--- config.mk ---
export PLATFORM = sky130hd
export DESIGN_NAME = ultrasonic_range_controller
export DESIGN_NICKNAME = d
export VERILOG_FILES = /design/src/hw/rtl/urc_pkg.sv /design/src/hw/rtl/urc_core.sv /design/src/hw/rtl/ultrasonic_range_controller.sv
export SDC_FILE = /design/constraint.sdc
export NUM_CORES = 1
export LEC_CHECK = 0
export ABC_AREA = 0
export BUFFER_PORTS_ARGS = -buffer_cell sky130_fd_sc_hd__buf_2
export CAP_MARGIN = 20
export CELL_PAD_IN_SITES_DETAIL_PLACEMENT = 1
export CELL_PAD_IN_SITES_GLOBAL_PLACEMENT = 2
export CORE_UTILIZATION = 36
export CTS_CLUSTER_SIZE = 40
export DETAILED_ROUTE_END_ITERATION = 8
export PLACE_DENSITY_LB_ADDON = 0.1
export SKIP_CTS_REPAIR_TIMING = 1
export SLEW_MARGIN = 20
export SYNTH_ARGS = -nofsm -noshare
export SYNTH_HDL_FRONTEND = slang
export SYNTH_SLANG_ARGS = --single-unit
--- constraint.sdc ---
create_clock -name clk -period 4.95 [get_ports clk]
set_input_delay 0.99 -clock clk [delete_from_list [all_inputs] [get_ports clk]]
set_output_delay 0.99 -clock clk [all_outputs]
set_load 0.01 [all_outputs]
--- src/hw/rtl/urc_pkg.sv ---
`default_nettype none

package urc_pkg;

	// Field widths
	localparam int unsigned CountW  = 17;
	localparam int unsigned TrigW   = 10;
	localparam int unsigned UpcW    = 6;
	localparam int unsigned RetryW  = 4;
	localparam int unsigned GapW    = 10;
	localparam int unsigned CfgIdxW = 3;
	localparam int unsigned CfgDatW = 17;

	localparam logic [CountW-1:0] CountMax = '1;

	// Register reset values
	localparam logic [TrigW-1:0]  TrigWidthRst  = TrigW'(20);
	localparam logic [CountW-1:0] EchoTimeoutRst = CountW'(100 * 1000);
	localparam logic [UpcW-1:0]   UsPerCmRst    = UpcW'(58);
	localparam logic [RetryW-1:0] MaxRetriesRst = RetryW'(10);
	localparam logic [GapW-1:0]   RetryGapRst   = GapW'(10);

	// Register indexes
	localparam logic [CfgIdxW-1:0] CFG_TRIG_WIDTH   = CfgIdxW'(0);
	localparam logic [CfgIdxW-1:0] CFG_ECHO_TIMEOUT = CfgIdxW'(1);
	localparam logic [CfgIdxW-1:0] CFG_US_PER_CM    = CfgIdxW'(2);
	localparam logic [CfgIdxW-1:0] CFG_MAX_RETRIES  = CfgIdxW'(3);
	localparam logic [CfgIdxW-1:0] CFG_RETRY_GAP    = CfgIdxW'(4);

	typedef enum logic [2:0] {
		PH_IDLE = 3'd0,
		PH_TRIG = 3'd1,
		PH_RISE = 3'd2,
		PH_FALL = 3'd3,
		PH_GAP  = 3'd4
	} phase_t;

	typedef struct packed {
		logic start_req;
		logic echo_level;
	} in_t;

	typedef struct packed {
		logic              trigger_out;
		logic              busy_res;
		logic              done_res;
		logic              failed;
		logic [CountW-1:0] distance_cm;
	} out_t;

	typedef struct packed {
		logic               we;
		logic [CfgIdxW-1:0] index;
		logic [CfgDatW-1:0] data;
	} cfg_wr_t;

endpackage

`default_nettype wire

--- src/hw/rtl/urc_core.sv ---
`default_nettype none

module urc_core (
	input  wire logic             clk,
	input  wire logic             arst_n,
	input  wire urc_pkg::cfg_wr_t cfg,
	input  wire logic             step,
	input  wire urc_pkg::in_t     item,
	output urc_pkg::out_t         result
);

	localparam int unsigned CW = urc_pkg::CountW;

	// Configuration registers
	logic [urc_pkg::TrigW-1:0]  trig_width_q;
	logic [CW-1:0]              echo_timeout_q;
	logic [urc_pkg::UpcW-1:0]   us_per_cm_q;
	logic [urc_pkg::RetryW-1:0] max_retries_q;
	logic [urc_pkg::GapW-1:0]   retry_gap_q;

	// Ranging state
	urc_pkg::phase_t            phase_q, phase_d;
	logic [CW-1:0]              us_cnt_q, us_cnt_d;
	logic [urc_pkg::UpcW-1:0]   sub_cnt_q, sub_cnt_d;
	logic [CW-1:0]              cm_cnt_q, cm_cnt_d;
	logic [urc_pkg::RetryW-1:0] retries_q, retries_d;
	logic                       prev_echo_q;

	logic          rise, fall;
	logic          done, fail;
	logic [CW-1:0] dist_cm;
	logic [CW:0]   us_inc;
	logic [CW-1:0] us_sat;
	logic          sub_wrap;
	logic [CW-1:0] cm_sat;

	// Write configuration
	always_ff @(posedge clk or negedge arst_n) begin
		if (!arst_n) begin
			trig_width_q   <= urc_pkg::TrigWidthRst;
			echo_timeout_q <= urc_pkg::EchoTimeoutRst;
			us_per_cm_q    <= urc_pkg::UsPerCmRst;
			max_retries_q  <= urc_pkg::MaxRetriesRst;
			retry_gap_q    <= urc_pkg::RetryGapRst;
		end else if (cfg.we) begin
			unique case (cfg.index)
				urc_pkg::CFG_TRIG_WIDTH:   trig_width_q   <= cfg.data[urc_pkg::TrigW-1:0];
				urc_pkg::CFG_ECHO_TIMEOUT: echo_timeout_q <= cfg.data[CW-1:0];
				urc_pkg::CFG_US_PER_CM:    us_per_cm_q    <= cfg.data[urc_pkg::UpcW-1:0];
				urc_pkg::CFG_MAX_RETRIES:  max_retries_q  <= cfg.data[urc_pkg::RetryW-1:0];
				urc_pkg::CFG_RETRY_GAP:    retry_gap_q    <= cfg.data[urc_pkg::GapW-1:0];
				default: ;
			endcase
		end
	end

	// Edge detect and shared counter arithmetic
	assign rise     = item.echo_level & ~prev_echo_q;
	assign fall     = ~item.echo_level & prev_echo_q;
	assign us_inc   = {1'b0, us_cnt_q} + {{CW{1'b0}}, 1'b1};
	assign us_sat   = (us_cnt_q == urc_pkg::CountMax) ? us_cnt_q : us_inc[CW-1:0];
	assign sub_wrap = ({1'b0, sub_cnt_q} + 7'd1) >= {1'b0, us_per_cm_q};
	assign cm_sat   = (cm_cnt_q == urc_pkg::CountMax) ? cm_cnt_q
	                : cm_cnt_q + {{(CW-1){1'b0}}, 1'b1};

	// Next state
	always_comb begin
		phase_d   = phase_q;
		us_cnt_d  = us_cnt_q;
		sub_cnt_d = sub_cnt_q;
		cm_cnt_d  = cm_cnt_q;
		retries_d = retries_q;
		done      = 1'b0;
		fail      = 1'b0;
		dist_cm   = '0;
		unique case (phase_q)
			urc_pkg::PH_IDLE: begin
				if (item.start_req) begin
					phase_d   = urc_pkg::PH_TRIG;
					us_cnt_d  = {{(CW-1){1'b0}}, 1'b1};
					retries_d = '0;
				end
			end
			urc_pkg::PH_TRIG: begin
				if (us_cnt_q >= {{(CW-urc_pkg::TrigW){1'b0}}, trig_width_q}) begin
					phase_d  = urc_pkg::PH_RISE;
					us_cnt_d = '0;
				end else begin
					us_cnt_d = us_inc[CW-1:0];
				end
			end
			urc_pkg::PH_RISE: begin
				if (rise) begin
					// rising-edge tick is the first high microsecond
					phase_d = urc_pkg::PH_FALL;
					us_cnt_d = {{(CW-1){1'b0}}, 1'b1};
					if (us_per_cm_q <= urc_pkg::UpcW'(1)) begin
						sub_cnt_d = '0;
						cm_cnt_d  = {{(CW-1){1'b0}}, 1'b1};
					end else begin
						sub_cnt_d = urc_pkg::UpcW'(1);
						cm_cnt_d  = '0;
					end
					fail = {{CW{1'b0}}, 1'b1} >= {1'b0, echo_timeout_q};
				end else begin
					us_cnt_d = us_inc[CW-1:0];
					fail     = us_inc >= {1'b0, echo_timeout_q};
				end
			end
			urc_pkg::PH_FALL: begin
				if (fall) begin
					done     = 1'b1;
					dist_cm  = cm_cnt_q;
					phase_d  = urc_pkg::PH_IDLE;
					us_cnt_d = '0;
				end else begin
					us_cnt_d = us_sat;
					if (sub_wrap) begin
						sub_cnt_d = '0;
						cm_cnt_d  = cm_sat;
					end else begin
						sub_cnt_d = sub_cnt_q + urc_pkg::UpcW'(1);
					end
					fail = us_sat >= echo_timeout_q;
				end
			end
			urc_pkg::PH_GAP: begin
				if (us_cnt_q >= {{(CW-urc_pkg::GapW){1'b0}}, retry_gap_q}) begin
					phase_d  = urc_pkg::PH_TRIG;
					us_cnt_d = {{(CW-1){1'b0}}, 1'b1};
				end else begin
					us_cnt_d = us_inc[CW-1:0];
				end
			end
			default: begin
				phase_d  = urc_pkg::PH_IDLE;
				us_cnt_d = '0;
			end
		endcase

		// Timed-out attempt: retry after the gap or give up
		if (fail) begin
			us_cnt_d = '0;
			if (retries_q < max_retries_q) begin
				retries_d = retries_q + urc_pkg::RetryW'(1);
				phase_d   = urc_pkg::PH_GAP;
				fail      = 1'b0;
			end else begin
				phase_d = urc_pkg::PH_IDLE;
				done    = 1'b1;
			end
		end
	end

	// Result for this tick, taken after the update
	always_comb begin
		result.trigger_out = (phase_d == urc_pkg::PH_TRIG);
		result.busy_res    = (phase_d != urc_pkg::PH_IDLE);
		result.done_res    = done;
		result.failed      = fail;
		result.distance_cm = dist_cm;
	end

	// Advance state on each transfer
	always_ff @(posedge clk or negedge arst_n) begin
		if (!arst_n) begin
			phase_q     <= urc_pkg::PH_IDLE;
			us_cnt_q    <= '0;
			sub_cnt_q   <= '0;
			cm_cnt_q    <= '0;
			retries_q   <= '0;
			prev_echo_q <= 1'b0;
		end else if (step) begin
			phase_q     <= phase_d;
			us_cnt_q    <= us_cnt_d;
			sub_cnt_q   <= sub_cnt_d;
			cm_cnt_q    <= cm_cnt_d;
			retries_q   <= retries_d;
			prev_echo_q <= item.echo_level;
		end
	end

endmodule

`default_nettype wire

--- src/hw/rtl/ultrasonic_range_controller.sv ---
// Channel | Direction | Handshake          | Payload
// in      | input     | in_valid/in_stall  | in_data  (start_req, echo_level)
// out     | output    | out_valid/out_stall| out_data (trigger, busy, done, failed, distance)
// cfg     | input     | cfg_we             | cfg_index, cfg_data
//
// One tick item per clock while in_stall is low; its result is registered in a two-entry
// output buffer (result register plus skid) that lets one more item in during an output
// stall; in_stall rises only when both entries hold results.
// Reset clears ranging state to idle, loads register defaults and empties the buffer.
`default_nettype none

module ultrasonic_range_controller (
	input  wire logic                           clk,
	input  wire logic                           arst_n,
	input  wire logic                           in_valid,
	output logic                                in_stall,
	input  wire urc_pkg::in_t                   in_data,
	output logic                                out_valid,
	input  wire logic                           out_stall,
	output urc_pkg::out_t                       out_data,
	input  wire logic                           cfg_we,
	input  wire logic [urc_pkg::CfgIdxW-1:0]    cfg_index,
	input  wire logic [urc_pkg::CfgDatW-1:0]    cfg_data
);

	urc_pkg::cfg_wr_t cfg;
	urc_pkg::out_t    result;
	urc_pkg::out_t    out_q, skid_q;
	logic             out_valid_q, skid_valid_q;
	logic             in_fire, out_fire;

	assign cfg.we    = cfg_we;
	assign cfg.index = cfg_index;
	assign cfg.data  = cfg_data;

	assign in_stall  = skid_valid_q;
	assign in_fire   = in_valid & ~skid_valid_q;
	assign out_fire  = out_valid_q & ~out_stall;
	assign out_valid = out_valid_q;
	assign out_data  = out_q;

	urc_core u_core (
		.clk    (clk),
		.arst_n (arst_n),
		.cfg    (cfg),
		.step   (in_fire),
		.item   (in_data),
		.result (result)
	);

	// Output buffer control
	always_ff @(posedge clk or negedge arst_n) begin
		if (!arst_n) begin
			out_valid_q  <= 1'b0;
			skid_valid_q <= 1'b0;
		end else begin
			if (skid_valid_q) begin
				if (out_fire) begin
					skid_valid_q <= 1'b0;
				end
			end else if (in_fire) begin
				if (out_valid_q && !out_fire) begin
					skid_valid_q <= 1'b1;
				end else begin
					out_valid_q <= 1'b1;
				end
			end else if (out_fire) begin
				out_valid_q <= 1'b0;
			end
		end
	end

	// Output buffer payload
	always_ff @(posedge clk) begin
		if (skid_valid_q) begin
			if (out_fire) begin
				out_q <= skid_q;
			end
		end else if (in_fire) begin
			if (out_valid_q && !out_fire) begin
				skid_q <= result;
			end else begin
				out_q <= result;
			end
		end
	end

`ifndef NO_ASSERTIONS
	a_skid_needs_out: assert property (@(posedge clk) disable iff (!arst_n)
		skid_valid_q |-> out_valid_q)
		else $error("skid entry held while result register empty");

	a_fail_no_dist: assert property (@(posedge clk) disable iff (!arst_n)
		(out_valid && out_data.failed) |-> (out_data.done_res && out_data.distance_cm == '0))
		else $error("failed result without done or with distance");

	a_done_idle: assert property (@(posedge clk) disable iff (!arst_n)
		(out_valid && out_data.done_res) |-> (!out_data.busy_res && !out_data.trigger_out))
		else $error("done result while sequence still running");
`endif

endmodule

`default_nettype wire

# Word-level counts from Yosys, hierarchy flattened
# Index checks and enable logic that the tools add are counted.
[word_totals] wordCells=135 n_memories=0 regBits=139 input_bits=27 out_inout_bits=23 latch_bits=0 mem_bits_ro=0 ramBits=0
[classes] bitwise=8 n_eq_ne=19 magnitude_cmp=8 div_mod_pow=0 n_mul=0 shift=0 addsub=5 n_mux=53 n_reduce_logical=19
[ops] operator="$mux W17" n=13
[ops] operator="$pmux W17 S5" n=1
[ops] operator="$mux W21" n=4
[ops] operator="$eq A17 B17 Y1 const B" n=2
[ops] operator="$ge A17 B10 Y1" n=2
[ops] operator="$pmux W17 S2" n=1
[ops] operator="$mux W3" n=7
[ops] operator="$add A17 B1 Y18 const B" n=1
[ops] operator="$ge A18 B17 Y1" n=1
[ops] operator="$mux W6" n=3
[ops] operator="$add A17 B1 Y17 const B" n=1
[ops] operator="$ge A1 B17 Y1 const A" n=1
[ops] operator="$ge A17 B17 Y1" n=1
[ops] operator="$mux W1" n=17
[ops] operator="$mux W4" n=4
[ops] operator="$pmux W3 S5" n=1
[ops] operator="$eq A3 B2 Y1 const B" n=4
[ops] operator="$pmux W6 S2" n=1
[ops] operator="$reduce_and A2 Y1" n=6
[ops] operator="$eq A3 B1 Y1 const B" n=3
[ops] operator="$reduce_and A3 Y1" n=3
[ops] operator="$ne A2 B2 Y1 const B" n=4
[ops] operator="$add A6 B1 Y7 const B" n=1
[ops] operator="$ge A7 B6 Y1" n=1
[ops] operator="17 further kinds" n=29

# Logic depth before layout (Yosys ltp)
# Gate-level depths: netlist of run 1.
[logic_depth] ltp_word=10 ltp_mapped=23 ltp_nobuf=19

# By module
# A second synthesis of run 1 with hierarchy kept.
[hier_totals] cells_unflattened=860 hier_area_um2=8630.8
[by_module_without_submodules] mod="urc_core" instances=1 cells_per_inst=781 area_per_inst_um2=6921.6 seq_area_each_um2=2397.3
[by_module_without_submodules] mod="ultrasonic_range_controller" instances=1 cells_per_inst=79 area_per_inst_um2=1709.1 seq_area_each_um2=1311.3

# Worst setup path before layout of run 1
# No wires, ideal clock.
[synth_path] kind="register to register" from="reg u_core.us_cnt_q[0]" to="reg out_q, in the netlist out_data[18] (data pin)" required_ps=4690 path_slack_ps=-39 n_path_buf=3 period_less_slack_ps=4989 stages_incl_launch_ff=23 arrival_ps=4729 setup_ps=260 path_cell_list="dfrtp_1 > ha_1 > and3_1 > clkbuf_1 > nand4_1 > nor2_1 > nand3_1 > or3_1 > inv_1 > ha_1 > clkbuf_1 > clkbuf_1 > nor2_1 > xor2_1 > ha_1 > a21oi_1 > nor2_1 > a211oi_1 > o311a_1 > or2_2 > a21oi_1 > or2_2 > mux2_2"
[synth_lines] element="start, declared" line="urc_core.sv:23" source="logic [CW-1:0] us_cnt_q, us_cnt_d;"
[synth_lines] element="start signal, assigned" line="urc_core.sv:175" source="us_cnt_q <= us_cnt_d;"
[synth_lines] element="end signal, assigned" line="ultrasonic_range_controller.sv:77" source="out_q <= skid_q;"
[synth_lines] element="end signal, assigned" line="ultrasonic_range_controller.sv:83" source="out_q <= result;"
[synth_lines] element="end, declared" line="ultrasonic_range_controller.sv:28" source="urc_pkg::out_t out_q, skid_q;"

==> impl_metrics.ini, run 1 <==
[status]
outcome = complete, no violations

[power_and_ir_drop]
p_total_uw = 4000
p_leak_uw = 0.00450
pwr-share-comb_pct = 29.1
p_int_uw = 2540
switching_share_pct = 36.5
switchingPower_uw = 1460
seq_power_share_pct = 39.2
p_per_area_nw_per_um2 = 418
pwr-share-clk_pct = 31.7
ir_drop_mv = 0.216

[clock_network]
numCtsBuffers = 17
clk_pin_slew_ns = 0.07
clockBufferDepth = 2
cts_root_buffer = clkbuf_16
clk-insertion-delay-late_ns = 0.43
cts.htree.levels = 4
cts_tree = yes
cts.sinks = 139

[final_layout]
drive_gt1_share_pct = 18.3
final_cell_mix = 102 x nand2_1, 81 x dfrtp_1, 69 x ha_1
instances_no_fill = 1214
layout.nets = 1013
final_common_cell = nand2_1
fillers = 2562
antenna_cells = 0
syn_to_final_growth_pct = 15.2

[floorplan]
design.portCount = 50
rows = 55
start_util_pct = 36.7
core-area_sq_um = 22600
die_area_sq_um = 23700
fp.dieW_um = 154
die_h_um = 154

[synthesis]
synthTopCellsByArea = dfrtp_1 24%, edfxtp_1 15%, ha_1 11%
syn-num-nets = 956
ys.flop_type = dfrtp_1
synth_area_leader_cell = dfrtp_1
synth.top_cell.area_share_pct = 24.4
ys_seq_area_share_pct = 44.6
synth_warnings = 0
synth_edf_count = 42
syn_area_per_cell_sq_um = 9.68
yosysUniqueCellTypes = 61
syn_area_sq_um = 8310
synth_seq_cells = 139
async_flop_share_pct = 69.8
syn_inst = 859

[place]
gp_congestion = 0.838
dp.cells = 1181
dp_hpwl_mm = 17.9
portBuffers = 49

[drt]
highest_layer = met4
antenna_left = 0
m1WireLength_mm = 10.7
wl_met2_mm = 12.3
routed-wl-met3_um = 477
route.detailed.drc = 0
vias = 6599
wl_per_cell_um = 19.7
drt_iter0_drc = 294
avgViaCountPerCell = 5.44
wirelength_mm = 23.9
firstDrtPassIters = 4

[timing]
finalHoldViolCount = 0
setup_viol = 0
timing.final.crit_share_pct = 93.3
slew_violations = 0
slew-limit-headroom_pct = 33.0
final.setup.tns_ns = 0
period_needed_ns = 4.62
tightest_slew_ns = 1.00
fmax_mhz = 217
skew_ns = 0.0136

[critical_path]
path_delay_family = simple AND/OR/NAND/NOR gates
worstPathCellList = ha_2 > and3_2 > nand4_1 > nor2_2 > nand3_1 > or3_1 > inv_1 > ha_1 > buf_4 > nor2b_1 > xor2_1 > ha_1 > nor3_1 > nor2_1 > o31ai_1 > a21o_1 > or2_2 > a21oi_1 > or2_2 > mux2_2
path_max_fanout = 8
slowest_stage = or3_1
max_stage_delay_ns = 0.43
crit_arrival_ns = 4.80
cp-start-kind = register
path_class = register to register
cp-end-kind = register
required_ns = 5.13
path_buf_inv = 2

[grt]
gr-total-overflow = 0
antenna_found_initial = 0
grt.total_usage_pct = 21.5
grt_pass1_vias = 7099
grt_pass1_wl_mm = 39.2
grt_max_degree = 71

[min_path]
hp-class = register to register

[flow_run]
drv_cap = 0
-- metal layers --
layer | track usage, % | up-vias
met3 | 3.02 | 24
met5 | 0 | -
met2 | 38.5 | 74
met1 | 26.3 | 3322
met4 | 7.29 | 0
li1 | - | 3179
-- stage by stage --
step           hold slack (ns)  util [%]  setup WS, ns  cell area [sq um]
6_report                 0.507      42.3         0.331               9580
3_5_place_dp             0.502      39.5         0.155               8950
2_1_floorplan            0.474         -        0.0501               8320
4_1_cts                  0.514      42.1         0.133               9520
5_1_grt                  0.533      42.3       -0.0130               9580
3_3_place_gp             0.495      39.5         0.317               8950
-- logic make-up after synthesis --
group                      after synthesis  synth area share, %
DFF                                    139                 44.6
and+or+nand+nor                        286                 17.0
adders and majority gates               70                 10.5
AOI/OAI and AO/OA                      198                 15.2
xor gates and xnor gates                37                 3.90
muxes                                   30                 4.02
buffers and inverters                   99                 4.83
-- sequential cells by signal, indices dropped and copies added, names as in the netlist --
signal,count
u_core.echo_timeout_q,17
u_core.max_retries_q,4
u_core.retry_gap_q,10
u_core.phase_q,3
u_core.sub_cnt_q,6
u_core.trig_width_q,10
u_core.cm_cnt_q,17
skid_q,21
u_core.prev_echo_q,1
out_valid,1
u_core.retries_q,4
u_core.us_cnt_q,17
out_data,21
u_core.us_per_cm_q,6
in_stall,1
-- path summary, 6_finish.rpt --
| check | start | end | slack, ns | cells past startpoint |
|---|---|---|---|---|
| min in group asynchronous | arst_n | u_core.sub_cnt_q[2]$_DFFE_PN0P_ | 0.70 | 1 |
| worst max-delay path | u_core.us_cnt_q[1]$_DFFE_PN0P_ | out_data[18]$_DFFE_PP_ | 0.33 | 20 |
| worst max register to register | u_core.us_cnt_q[1]$_DFFE_PN0P_ | out_data[18]$_DFFE_PP_ | 0.33 | 20 |
| worst min-delay path | u_core.retry_gap_q[1]$_DFFE_PN1P_ | u_core.retry_gap_q[1]$_DFFE_PN1P_ | 0.51 | 2 |
| max in group asynchronous | arst_n | u_core.phase_q[2]$_DFFE_PN0P_ | 3.30 | 2 |
| worst min register to register | u_core.retry_gap_q[1]$_DFFE_PN1P_ | u_core.retry_gap_q[1]$_DFFE_PN1P_ | 0.51 | 2 |
-- cell usage after synthesis, types with 2 or more instances --
cell type / count
a211o_1: 7
a211oi_1: 7
a21o_1: 9
a21oi_1: 42
a221o_1: 3
a22o_1: 17
a31o_2: 3
a31oi_1: 6
a32o_1: 2
a41o_1: 2
and2_1: 5
and3_1: 27
buf_2: 3
buf_6: 3
clkbuf_1: 29
dfrtp_1: 81
dfstp_2: 16
edfxtp_1: 42
ha_1: 70
inv_1: 63
mux2_2: 27
mux2i_1: 3
nand2_1: 102
nand2b_1: 14
nand3_1: 24
nand4_1: 12
nor2_1: 47
nor2b_1: 8
nor3_1: 20
nor4_1: 5
nor4b_1: 2
o21ai_0: 68
o21ai_1: 3
o22ai_1: 4
o2bb2ai_1: 2
o31a_1: 2
o31ai_1: 13
or2_2: 3
or3_1: 4
or4_1: 3
xnor2_1: 16
xor2_1: 21
-- worst register-to-register path: cells and delay by family, from the launching register on --
kind                     cells  cell delay [ns]
XOR/XNOR                     1             0.22
adder cells (fa/ha/maj)      3             0.68
flip-flops                   1             0.35
AO/OA/AOI/OAI                3             0.57
AND/OR/NAND/NOR             10             2.07
multiplexers                 1             0.26
buffers and inverters        2             0.25
-- power groups by stage --
stage / combinational [uW] / sequential (uW) / clock [uW]
6_report: 1170 / 1570 / 1270
4_1_cts: 1170 / 1570 / 1300
3_5_place_dp: 1170 / 1590 / 0
3_3_place_gp: 1130 / 1580 / 0
5_1_grt: 1310 / 1590 / 1350
2_1_floorplan: 717 / 1590 / 0
-- area by class of cell --
| cell class | instances | area [sq um] | share of cell area, % |
|---|---|---|---|
| Timing Repair Buffer | 74 | 443 | 4.63 |
| Clock buffer | 17 | 425 | 4.44 |
| Multi-Input combinational cell | 621 | 4260 | 44.5 |
| Inverter | 63 | 236 | 2.47 |
| Sequential cell | 139 | 3710 | 38.7 |
| Clock inverter | 15 | 148 | 1.54 |
| Tap cell | 285 | 357 | 3.72 |
Power figures use the tool's default switching activity.
==> run 2, diff against run 1 <==
--- a/config.mk
+++ b/config.mk
@@ -10,7 +10,8 @@
 export CAP_MARGIN = 20
 export CELL_PAD_IN_SITES_DETAIL_PLACEMENT = 1
 export CELL_PAD_IN_SITES_GLOBAL_PLACEMENT = 2
-export CORE_UTILIZATION = 36
+export CORE_UTILIZATION = 37
+export CTS_BUF_LIST = sky130_fd_sc_hd__clkbuf_8
 export CTS_CLUSTER_SIZE = 40
 export DETAILED_ROUTE_END_ITERATION = 8
 export PLACE_DENSITY_LB_ADDON = 0.1
==> impl_metrics.ini, run 2 (same netlist as run 1, synthesis figures left out) <==
[floorplan]
rows = 54
die_area_sq_um = 23100
design.portCount = 50
core-area_sq_um = 22000
die_h_um = 152
fp.dieW_um = 152
start_util_pct = 37.9

[drt]
antenna_left = 0
route.detailed.drc = 5
firstDrtPassIters = 6
wl_per_cell_um = 19.7
wirelength_mm = 23.8
avgViaCountPerCell = 5.44
drt_iter0_drc = 216
vias = 6549

[status]
outcome = complete, but fails checks
violations = design-rule violations

[final_layout]
syn_to_final_growth_pct = 12.3
area.sequential_sq_um = 3710
antenna_cells = 0
final_common_cell = nand2_1
drive_gt1_share_pct = 18.0
final_cell_mix = 102 x nand2_1, 81 x dfrtp_1, 69 x ha_1
fillers = 2518
instances_no_fill = 1204
layout.nets = 1008
multi_input_area_sq_um = 4260

[critical_path]
slowest_stage = or3_1
startpoint = u_core.us_cnt_q[0]$_DFFE_PN0P_
path_class = register to register
cp-end-kind = register
max_stage_delay_ns = 0.45
path_delay_family = simple AND/OR/NAND/NOR gates
required_ns = 5.17
worstPathCellList = ha_2 > and3_4 > nand4_1 > nor2_2 > nand3_1 > or3_1 > inv_1 > ha_1 > buf_4 > nor2_1 > xnor2_1 > ha_1 > a21oi_1 > nand2_1 > a211oi_1 > o311a_1 > or2_2 > a21oi_1 > or2_2 > mux2_2
cp-start-kind = register
crit_arrival_ns = 4.89
path_max_fanout = 11
path_buf_inv = 2
r2r_start = u_core.us_cnt_q[0]$_DFFE_PN0P_

[clock_network]
cts_root_buffer = clkbuf_8
clk-insertion-delay-late_ns = 0.46
cts.htree.levels = 4
cts.sinks = 139
clk_pin_slew_ns = 0.10
numCtsBuffers = 17
clockBufferDepth = 2
cts_tree = yes

[timing]
final.setup.tns_ns = 0
fmax_mhz = 214
timing.final.crit_share_pct = 94.4
slew_violations = 0
setup_viol = 0
rsz0062_at_grt = false
tightest_slew_ns = 1.04
setup_ws_ns = 0.279
skew_ns = 0.0155
slew-limit-headroom_pct = 30.5
period_needed_ns = 4.67
finalHoldViolCount = 0

[place]
dp.cells = 1172
portBuffers = 49
dp_hpwl_mm = 17.8
post-place-ws_ns = 0.0719
gp_congestion = 0.869

[min_path]
hp-start = u_core.trig_width_q[4]$_DFFE_PN1P_
hp-class = register to register

[flow_run]
drv_cap = 0

[grt]
grt_pass1_wl_mm = 38.9
gr-total-overflow = 0
grt_max_degree = 70
antenna_found_initial = 0
grt.total_usage_pct = 21.7
grt_pass1_vias = 7025

[power_and_ir_drop]
ir_drop_mv = 0.158
p_leak_uw = 0.00438
p_per_area_nw_per_um2 = 390
==> run 2: area by class of cell <==
cell class	count	share of cell area, %
Clock buffer	17	2.51
Clock inverter	15	1.58
Inverter	63	2.53
Multi-Input combinational cell	621	45.7
Sequential cell	139	39.7
Tap cell	280	3.75
Timing Repair Buffer	69	4.26
==> run 2: through the flow <==
step	power, uW	utilization [%]	hold WS, ns	cell area (sq um)
6_report	3650	42.5	0.515	9340
3_3_place_gp	2700	40.6	0.494	8910
3_5_place_dp	2740	40.6	0.501	8910
4_1_cts	3700	42.3	0.519	9290
2_1_floorplan	2310	-	0.474	8320
5_1_grt	3890	42.5	0.545	9340
==> run 2: power breakdown <==
group / switching, uW / total (uW) / internal [uW]
Combinational: 726 / 1150 / 421
Clock: 556 / 931 / 375
Sequential: 127 / 1570 / 1440
Total: 1410 / 3650 / 2240
==> run 2: worst reg2reg max path: cells and delay by family, from the launching register on <==
| kind | cells | cell delay [ns] |
|---|---|---|
| flops | 1 | 0.38 |
| simple gates | 9 | 1.89 |
| buf+inv | 2 | 0.27 |
| compound gates | 4 | 0.73 |
| xor+xnor | 1 | 0.20 |
| mux | 1 | 0.27 |
| fa+ha+maj | 3 | 0.68 |
==> run 2: layer usage <==
metal	wire length [um]	vias up	part of all wire, %	track usage (%)
li1	-	3160	-	-
met1	10500	3296	44	26.1
met2	12600	77	53	39.8
met3	487	16	2.0	3.39
met4	239	0	1.0	6.03
met5	0	-	0	0
==> run 2: path summary, 6_finish.rpt <==
path	to	slack, ns	depth (start not counted)
min in group asynchronous	u_core.sub_cnt_q[1]$_DFFE_PN0P_	0.66	1
hold / removal	u_core.trig_width_q[4]$_DFFE_PN1P_	0.51	2
setup / recovery	out_data[18]$_DFFE_PP_	0.28	20
hold reg to reg	u_core.trig_width_q[4]$_DFFE_PN1P_	0.51	2
max in group asynchronous	u_core.echo_timeout_q[15]$_DFFE_PN1P_	3.26	2
setup reg to reg	out_data[18]$_DFFE_PP_	0.28	20
==> run 3, diff against run 2 <==
==> constraint.sdc (replaced) <==
create_clock -name clk -period 3.8 [get_ports clk]
set_input_delay 0.76 -clock clk [delete_from_list [all_inputs] [get_ports clk]]
set_output_delay 0.76 -clock clk [all_outputs]
set_load 0.01 [all_outputs]
==> impl_metrics.ini, run 3 (same netlist as run 1, synthesis figures left out) <==
[status]
outcome = complete, but fails checks
violations = design-rule violations, negative setup slack

[critical_path]
required_ns = 4.15
endpoint = u_core.us_cnt_q[5]$_DFFE_PN0P_
r2r_setup_slack_ns = -0.44
max_stage_delay_ns = 0.40
slowest_stage = dfrtp_1
cp-start-kind = register
r2r-end = u_core.us_cnt_q[5]$_DFFE_PN0P_
cp-end-kind = register
path_class = register to register
r2r_start = u_core.us_cnt_q[1]$_DFFE_PN0P_
crit_arrival_ns = 4.60
worstPathCellList = ha_4 > and3_4 > nand4_1 > nor2_2 > nand3_2 > or3_4 > inv_2 > ha_4 > buf_4 > nor2_1 > xor2_1 > ha_1 > nand4_1 > o31ai_1 > a211oi_2 > o311a_1 > or2_4 > buf_4 > nand3_4 > nor3_1 > a221o_1
reg2reg_depth = 21
path_max_fanout = 8
startpoint = u_core.us_cnt_q[1]$_DFFE_PN0P_

[floorplan]
start_util_pct = 37.9
core-area_sq_um = 22000
design.portCount = 50
die_h_um = 152
fp.dieW_um = 152
die_area_sq_um = 23100
rows = 54

[final_layout]
layout.nets = 1062
multi_input_area_sq_um = 4460
final_cell_mix = 102 x nand2_1, 80 x dfrtp_1, 70 x buf_4
utilization_pct = 45.5
antenna_cells = 0
drive_gt1_share_pct = 25.1
area.sequential_sq_um = 3710
syn_to_final_growth_pct = 20.2
fillers = 2469
final_common_cell = nand2_1

[drt]
drt_iter0_drc = 240
m1WireLength_mm = 10.6
firstDrtPassIters = 6
vias = 6887
wl_per_cell_um = 20.1
routed-wl-met3_um = 443
wl_met2_mm = 13.7
antenna_left = 0
highest_layer = met4
wirelength_mm = 25.3
avgViaCountPerCell = 5.47
route.detailed.drc = 7

[place]
post-place-ws_ns = -0.569
portBuffers = 49
dp_hpwl_mm = 19.1
gp_congestion = 0.869

[grt]
grt_pass1_wl_mm = 41.2
grt_max_degree = 54
gr-total-overflow = 0
antenna_found_initial = 0
grt.total_usage_pct = 23.0
grt_pass1_vias = 7598

[min_path]
hp-class = primary input to async pin

[timing]
setup_ws_ns = -0.444
tightest_slew_ns = 1.08
rsz0062_at_grt = true
skew_ns = 0.0181
finalHoldViolCount = 0
slew_violations = 0
setup_viol = 32
timing.final.crit_share_pct = 112
period_needed_ns = 4.24
fmax_mhz = 236
slew-limit-headroom_pct = 27.9

[clock_network]
clk_pin_slew_ns = 0.10
clk-insertion-delay-late_ns = 0.47
cts.htree.levels = 4
clockBufferDepth = 2
numCtsBuffers = 17
cts.sinks = 139
cts_tree = yes
cts_root_buffer = clkbuf_8

[power_and_ir_drop]
p_total_uw = 4990
p_per_area_nw_per_um2 = 499
p_leak_uw = 0.00472
ir_drop_mv = 0.216

[flow_run]
drv_cap = 0
==> run 3: how the worst min path moves through the flow <==
stage                                         from                                   to  slack [ns]  depth (start not counted)
2_1_floorplan                               arst_n                   in_stall$_DFF_PN0_        0.46                          0
3_3_place_gp   u_core.max_retries_q[2]$_DFFE_PN0P_  u_core.max_retries_q[2]$_DFFE_PN0P_        0.49                          1
3_5_place_dp     u_core.retry_gap_q[0]$_DFFE_PN0P_    u_core.retry_gap_q[0]$_DFFE_PN0P_        0.51                          1
4_1_cts                                     arst_n      u_core.sub_cnt_q[2]$_DFFE_PN0P_        0.37                          1
5_1_grt                                     arst_n      u_core.sub_cnt_q[3]$_DFFE_PN0P_        0.39                          1
6_report                                    arst_n      u_core.sub_cnt_q[2]$_DFFE_PN0P_        0.34                          1
==> run 3: area by class of cell <==
class	instances	area share (%)
Sequential cell	139	37.1
Tap cell	280	3.50
Clock buffer	17	2.34
Inverter	63	2.37
Clock inverter	15	1.74
Timing Repair Buffer	123	8.35
Multi-Input combinational cell	621	44.6
==> run 3: report_power, final <==
part           internal [uW]  total, uW  switching, uW
combinational            654       1700           1040
sequential              1880       2050            167
clock                    500       1250            745
total                   3030       4990           1960
==> run 3: metal layers <==
layer,vias to the layer above,GRT usage [%]
met5,-,0
met4,0,8.07
met3,34,2.91
met2,85,43.3
met1,3486,26.6
li1,3282,-
==> run 3: metrics by stage <==
| step | area (sq um) | cells | TNS [ns] | hold slack (ns) |
|---|---|---|---|---|
| after floorplan | 8400 | 859 | -10.04 | 0.464 |
| after global placement | 9310 | 1216 | -5.32 | 0.494 |
| after detailed placement | 9310 | 1216 | -12.56 | 0.507 |
| after CTS | 9720 | 1248 | -13.52 | 0.369 |
| after global routing | 10000 | 1258 | -13.49 | 0.387 |
| final | 10000 | 1258 | -9.09 | 0.340 |
==> run 3: critical path, delay by kind of cell, from the launching register on <==
kind                       cells  cell delay (ns)
AOI/OAI and AO/OA              4             0.85
xor gates and xnor gates       1             0.16
buffers and inverters          3             0.35
DFF                            1             0.40
and+or+nand+nor               10             1.73
adders and majority gates      3             0.63
